### src/hw/rtl/assert_macros.svh
// Assertion helpers shared by the RTL.
`ifndef ASSERT_MACROS_SVH
`define ASSERT_MACROS_SVH

// Assertion on an explicit clock and active-low reset.
`define UTLB_ASSERT(name, clk, rstn, prop, msg) \
  name: assert property (@(posedge clk) disable iff (!rstn) prop) else $error(msg);

// Assertion on the standard clk_i / rst_ni pair.
`define UTLB_ASSERT_STD(name, prop, msg) \
  `UTLB_ASSERT(name, clk_i, rst_ni, prop, msg)

`endif

### src/hw/rtl/utlb_pkg.sv
package utlb_pkg;

  // Table size
  localparam int unsigned ENTRIES_DEF = 64;

  // Request op codes
  localparam logic [3:0] OP_XLATE    = 4'd0;
  localparam logic [3:0] OP_WR_TAG   = 4'd1;
  localparam logic [3:0] OP_WR_PAGE  = 4'd2;
  localparam logic [3:0] OP_WR_EXTRA = 4'd3;
  localparam logic [3:0] OP_WR_CTRL  = 4'd4;
  localparam logic [3:0] OP_RD_TAG   = 4'd5;
  localparam logic [3:0] OP_RD_PAGE  = 4'd6;
  localparam logic [3:0] OP_RD_EXTRA = 4'd7;
  localparam logic [3:0] OP_RD_CTRL  = 4'd8;

  // Result status codes
  localparam logic [2:0] ST_NONE   = 3'd0;
  localparam logic [2:0] ST_HIT    = 3'd0;
  localparam logic [2:0] ST_FIXED  = 3'd1;
  localparam logic [2:0] ST_ONCHIP = 3'd2;
  localparam logic [2:0] ST_OFF    = 3'd3;
  localparam logic [2:0] ST_MISS   = 3'd4;

  // Bit positions
  localparam int unsigned VALID_POS    = 8;
  localparam int unsigned CTRL_EN_POS  = 0;
  localparam int unsigned CTRL_INV_POS = 2;

  // Address masks
  localparam logic [31:0] PHYS_MASK  = 32'h1FFF_FFFF;
  localparam logic [31:0] PPN_MASK   = 32'h1FFF_FC00;
  localparam logic [31:0] ONCHIP_RES = 32'hFFFF_FFFF;

  // Page mask from the two size bits
  function automatic logic [31:0] size_mask(input logic [1:0] sz);
    logic [31:0] m;
    case (sz)
      2'b00:   m = 32'hFFFF_FC00;
      2'b01:   m = 32'hFFFF_F000;
      2'b10:   m = 32'hFFFF_0000;
      2'b11:   m = 32'hFFF0_0000;
      default: m = 32'hFFFF_FC00;
    endcase
    return m;
  endfunction

  // Controller to datapath
  typedef struct packed {
    logic latch;
    logic exec;
    logic rdata;
    logic scan;
    logic finish;
  } utlb_cmd_t;

  // Datapath to controller
  typedef struct packed {
    logic walk;
    logic arr_rd;
    logic hit;
    logic last;
    logic out_free;
  } utlb_sts_t;

endpackage

### src/hw/rtl/utlb_ctrl.sv
module utlb_ctrl (
  input  logic               clk_i,
  input  logic               rst_ni,
  input  logic               req_valid_i,
  output logic               req_ready_o,
  input  utlb_pkg::utlb_sts_t sts_i,
  output utlb_pkg::utlb_cmd_t cmd_o
);
  import utlb_pkg::*;

  typedef enum logic [4:0] {
    S_IDLE   = 5'b00001,
    S_EXEC   = 5'b00010,
    S_RDATA  = 5'b00100,
    S_SCAN   = 5'b01000,
    S_FINISH = 5'b10000
  } state_e;

  state_e state_q, state_d;

  // Next state and commands
  always_comb begin
    state_d = state_q;
    cmd_o   = '0;
    case (state_q)
      S_IDLE: begin
        if (req_valid_i) begin
          cmd_o.latch = 1'b1;
          state_d     = S_EXEC;
        end
      end
      S_EXEC: begin
        cmd_o.exec = 1'b1;
        if (sts_i.walk) begin
          state_d = S_SCAN;
        end else if (sts_i.arr_rd) begin
          state_d = S_RDATA;
        end else begin
          state_d = S_FINISH;
        end
      end
      S_RDATA: begin
        cmd_o.rdata = 1'b1;
        state_d     = S_FINISH;
      end
      S_SCAN: begin
        cmd_o.scan = 1'b1;
        if (sts_i.hit || sts_i.last) begin
          state_d = S_FINISH;
        end
      end
      S_FINISH: begin
        cmd_o.finish = 1'b1;
        if (sts_i.out_free) begin
          state_d = S_IDLE;
        end
      end
      default: state_d = S_IDLE;
    endcase
  end

  assign req_ready_o = (state_q == S_IDLE);

  always_ff @(posedge clk_i or negedge rst_ni) begin
    if (!rst_ni) begin
      state_q <= S_IDLE;
    end else begin
      state_q <= state_d;
    end
  end

endmodule

### config.mk
export PLATFORM = sky130hd
export DESIGN_NAME = utlb_ctrl
export DESIGN_NICKNAME = d
export VERILOG_FILES = /design/src/hw/rtl/assert_macros.svh /design/src/hw/rtl/utlb_pkg.sv /design/src/hw/rtl/utlb_ctrl.sv
export SDC_FILE = /design/constraint.sdc
export NUM_CORES = 1
export LEC_CHECK = 0
export ABC_AREA = 0
export BUFFER_PORTS_ARGS = -buffer_cell sky130_fd_sc_hd__buf_2
export CORE_AREA = 2 2 39 41
export CTS_CLUSTER_DIAMETER = 40
export DETAILED_ROUTE_END_ITERATION = 6
export DIE_AREA = 0 0 41 43
export HOLD_SLACK_MARGIN = 0.08
export SYNTH_ARGS = -nofsm -noshare
export SYNTH_HDL_FRONTEND = slang
export SYNTH_SLANG_ARGS = --single-unit
### constraint.sdc
create_clock -name clk_i -period 1.3 [get_ports clk_i]
set_input_delay 0.065 -clock clk_i [delete_from_list [all_inputs] [get_ports clk_i]]
set_output_delay 0.065 -clock clk_i [all_outputs]
set_load 0.05 [all_outputs]
======== Word-level counts from Yosys, hierarchy flattened ========
Index checks and enable logic that the tools add are counted.
word-level totals
  flip-flop bits (word level) ............. 5
  bits of input ports ..................... 8
  output and inout bits ................... 6
  word-level logic and storage cells ...... 23
operators by class
  eq/ne operators ......................... 8
  muxes and demuxes ....................... 12
  reduce and logical (&&, ||, !) cells .... 2
operators by type and width
  cell                                                 number
  2-to-1 mux 5 bit                                     5
  one-hot mux 5 bit (5 select lines)                   1
  2-to-1 mux 1 bit                                     6
  inequality test 2 bit, second input constant         3
  equality test 5 x 1 -> 1 bit, second input constant  1
  equality test 5 x 2 -> 1 bit, second input constant  1
  equality test 5 x 3 -> 1 bit, second input constant  1
  equality test 5 x 4 -> 1 bit, second input constant  1
  equality test 5 bit, second input constant           1
  AND reduction 3 bit                                  1
  logical OR 1 bit                                     1

======== Longest topological paths before layout ========
  depth after elaboration ................. 3
  depth in mapped cells ................... 4
  gate-level depth less buffers ........... 4

======== Worst setup path after synthesis ========
OpenSTA, ideal clock, no wires.
  path type ............................... reg2out
  start ................................... reg state_q[0]
  end ..................................... out cmd_o[4] (netlist name)
  data arrival time ....................... 1.594 ns
  required time ........................... 1.235 ns
  setup slack ............................. -0.359 ns
  stages on the path, launching flop included .. 3
  buffers on the path ..................... 0
  cells stage by stage .................... dfstp_2 and4bb_1 and2_1
RTL lines
  item                      line             text
  start: declaration        utlb_ctrl.sv:19  state_e state_q, state_d;
  start signal: assignment  utlb_ctrl.sv:68  state_q <= state_d;
  end: declaration          utlb_ctrl.sv:7   output utlb_pkg::utlb_cmd_t cmd_o

==> implementation parameters <==
Parameter                              Value

Outcome
  Status ... finished, violations left
  Violations in the final reports ... negative setup slack

STA
  Final count of negative-setup-slack endpoints ... 5
  Final critical-path required period ... ~1.4 ns
  Final Worst Setup Slack ... -0.0878 ns
  Fin crit share ... 1.07
  Slew @ Worst Pin ... approximately 0.24 ns
  Max Freq ... 0.721 GHz
  Slew Limit Fails ... 0
  Hold_ws ... a little over 0.09 ns
  Max-slew headroom ... 0.837
  Sum of negative setup slack ... -0.204 ns
  Fin. Hold Viols ... 0
  RSZ-0062 raised after global routing ... yes
  Max Clock Skew ... between 0.003 and 0.004 ns

Yosys
  Yosys warning count ... 0
  Per-instance average area after synthesis ... 9.48 sq um
  Net count after synthesis ... 41
  Sequential element share of the synthesized area ... 0.404
  Cell area after synthesis ... 313 sq um
  Seq cells post-synth ... 5
  Post-synth cell types ... 22
  Cell count after synthesis ... 33

Min path
  Destination of the worst hold path ... state_q[2]
  Hold Path Origin ... sts_i[3]
  Min-Delay Path Depth ... 2
  Path type of the worst min-delay path ... input port to flop

Clocking
  Clock transition at the registers of the reported paths ... around 0.04 ns
  CTS H-tree depth ... 1
  Maximum root-to-sink buffer count ... 2
  Clk sink count ... 5
  CTS tree ... yes
  CTS root buffer ... sky130_fd_sc_hd__clkbuf_4
  TritonCTS Buffers ... 3
  Clock network latency to the later pin of the worst-skew pair ... between 0.2 and 0.25 ns

Placed design
  Instance area at placement ... 427 sq um
  Setup Slack @ Placement ... about 0.054 ns
  Final HPWL from detailed placement ... between 500 and 600 microns
  Placed Cells incl. Taps ... 65
  Total of buffers placed on input and output ports ... 13
  Global placer's final weighted congestion ... between 0.7 and 0.8

Power
  PD cells ... 1840 nW/um^2
  Cell-internal power ... a little under 0.6 mW
  Total power of the final layout ... 1.02 mW
  Proportion of power drawn by flip-flops and latches ... 0.258
  Sw Share ... 0.417
  Combinational cell fraction of total power ... 0.576
  Highest ir drop seen on vdd ... ~1.0 mV
  Net switching power ... around 0.42 mW
  Leakage component of the power ... between 0.2 and 0.3 nW
  Clk network pwr share ... 0.166

Drt
  First-pass DRT Iterations ... 2
  DRC ... 0
  Avg Vias per Cell ... about 4.5
  Final ANT Viol Nets ... 0
  Final routed wirelength across all metal layers ... slightly above 700 microns
  Routed WL per cell ... roughly 9.6 microns
  Total number of vias ... ~330
  Violation count after the first detailed-route iteration ... 4

Worst setup path
  Startpoint of the lowest-slack register-to-register path ... state_q[0]
  Data required time of the critical path ... roughly 1.2 ns
  Top fanout value on the critical path ... 5
  Worst reg2reg setup slack ... 0 ns
  Critical path startpoint category ... flop
  Worst r2r path cells ... 6
  Critical Path AT ... 1.32 ns
  Worst R2R End ... state_q[0]
  Crit Path Category ... flop to output port
  Nature of the critical path endpoint ... output port

Floorplanning
  Die Span X ... between 40 and 50 microns
  Die H ... between 40 and 50 microns
  Std-Cell Core Area ... 1380 sq um
  Row cnt ... 14
  Overall die area ... 1760 sq um
  Top-level port count ... 14
  Effective utilization at floorplan ... 0.226

Global routing
  Antenna violations before repair ... 0
  Aggregate global-route resource usage ... 0.105
  Global-route wire length before repair ... 1260 microns
  Pin count of the biggest net entering global routing ... 9
  Vias in the first global route ... roughly 310
  Global-route congestion overflow total ... 0

Cells and area
  Top library cells by usage in the layout, fill and taps aside ... 7 x sky130_fd_sc_hd__buf_2, 7 x sky130_fd_sc_hd__buf_4, 4 x sky130_fd_sc_hd__buf_6
  Multi-input combinational cell area ... 189 sq um
  Post-route core utilization ... 0.400
  Total inserted antenna cells ... 0
  Number of fillers in the final layout ... between 100 and 150
  Flip-flop count of the largest register, all copies and words added ... 5
  Combined flip-flop and latch cell area ... between 100 and 150 sq um
  Area overhead of the layout relative to synthesis ... 76.8%
  Register bank with the most flops ... state_q
  Final std cells w/o fill ... 75
  Cell area after layout ... roughly 550 sq um
  Share of cells above drive strength 1 ... 0.576
  Net count reported at finish ... 68
  Largest registers ranked by flip-flop count ... state_q (5)

Run
  Number of max-cap violations ... 0
[synthesized netlist by cell type (all sizes together)]
cell type,instances,share of area
and4bb,2,0.080
nand3,1,0.016
xor2,1,0.028
nor2b,1,0.020
o31ai,1,0.024
dfstp,1,0.084
o32ai,1,0.028
nor2,4,0.064
inv,3,0.036
o2bb2ai,1,0.028
nand4,1,0.020
dfrtp,4,0.32
and3,2,0.040
and3b,1,0.028
nor3,2,0.048
nand2,1,0.012
o21ai,3,0.048
and2,2,0.040
nand4bb,1,0.036
[layer usage]
| layer | global-route usage | vias up | wire length, microns |
|---|---|---|---|
| met5 | 0 | - | 0 |
| met4 | 0 | 0 | 0 |
| met3 | 0.0628 | 0 | 42 |
| met2 | 0.153 | 9 | 351 |
| met1 | 0.141 | 151 | 327 |
| li1 | - | 174 | - |
[layout make-up]
cell class | count | area share
Clock buffer | 4 | 0.0475
Inverter | 3 | 0.0204
Multi-Input combinational cell | 25 | 0.342
Tap cell | 16 | 0.0362
Sequential cell | 5 | 0.233
Timing Repair Buffer | 22 | 0.321
[worst max-delay path, stage by stage, from the launching register on]
cell and delay [ns]:
sky130_fd_sc_hd__dfstp_2 0.56, sky130_fd_sc_hd__and4bb_4 0.25, sky130_fd_sc_hd__and2_4 0.14, sky130_fd_sc_hd__buf_8 0.13
[power by group through the flow]
stage	sequential (mW)	combinational (mW)	clock [mW]
after global routing	0.272	0.627	0.193
after CTS	0.260	0.575	0.180
after global placement	0.255	0.464	0
final	0.263	0.587	0.169
after floorplan	0.250	0.360	0
after detailed placement	0.256	0.466	0
[how the worst max path moves through the flow]
| stage | start | endpoint | slack (ns) | cells past startpoint |
|---|---|---|---|---|
| 6_report | state_q[0] | cmd_o[4] | -0.09 | 3 |
| 5_1_grt | state_q[0] | cmd_o[0] | -0.12 | 5 |
| 4_1_cts | state_q[0] | cmd_o[4] | -0.09 | 3 |
| 3_5_place_dp | state_q[0] | cmd_o[4] | 0.05 | 3 |
| 3_3_place_gp | state_q[1] | cmd_o[2] | 0.07 | 3 |
| 2_1_floorplan | state_q[0] | state_q[2] | 0.02 | 4 |
[what timing repair did]
| item | in CTS | in global routing |
|---|---|---|
| gates resized for setup | 15 | 4 |
| cloned | 0 | 0 |
| pin swaps | 5 | 3 |
| endpoints found under the hold margin | 7 | 0 |
| buffers inserted | 3 | 0 |
| setup endpoints to repair | 6 | 7 |
| hold buffers | 3 | 0 |
[cell families after synthesis]
group / count (synthesis) / synth area share
simple gates: 18 / 0.404
compound gates: 6 / 0.128
flops: 5 / 0.404
buf+inv: 3 / 0.0360
xor+xnor: 1 / 0.0280
Power figures use the tool's default switching activity.
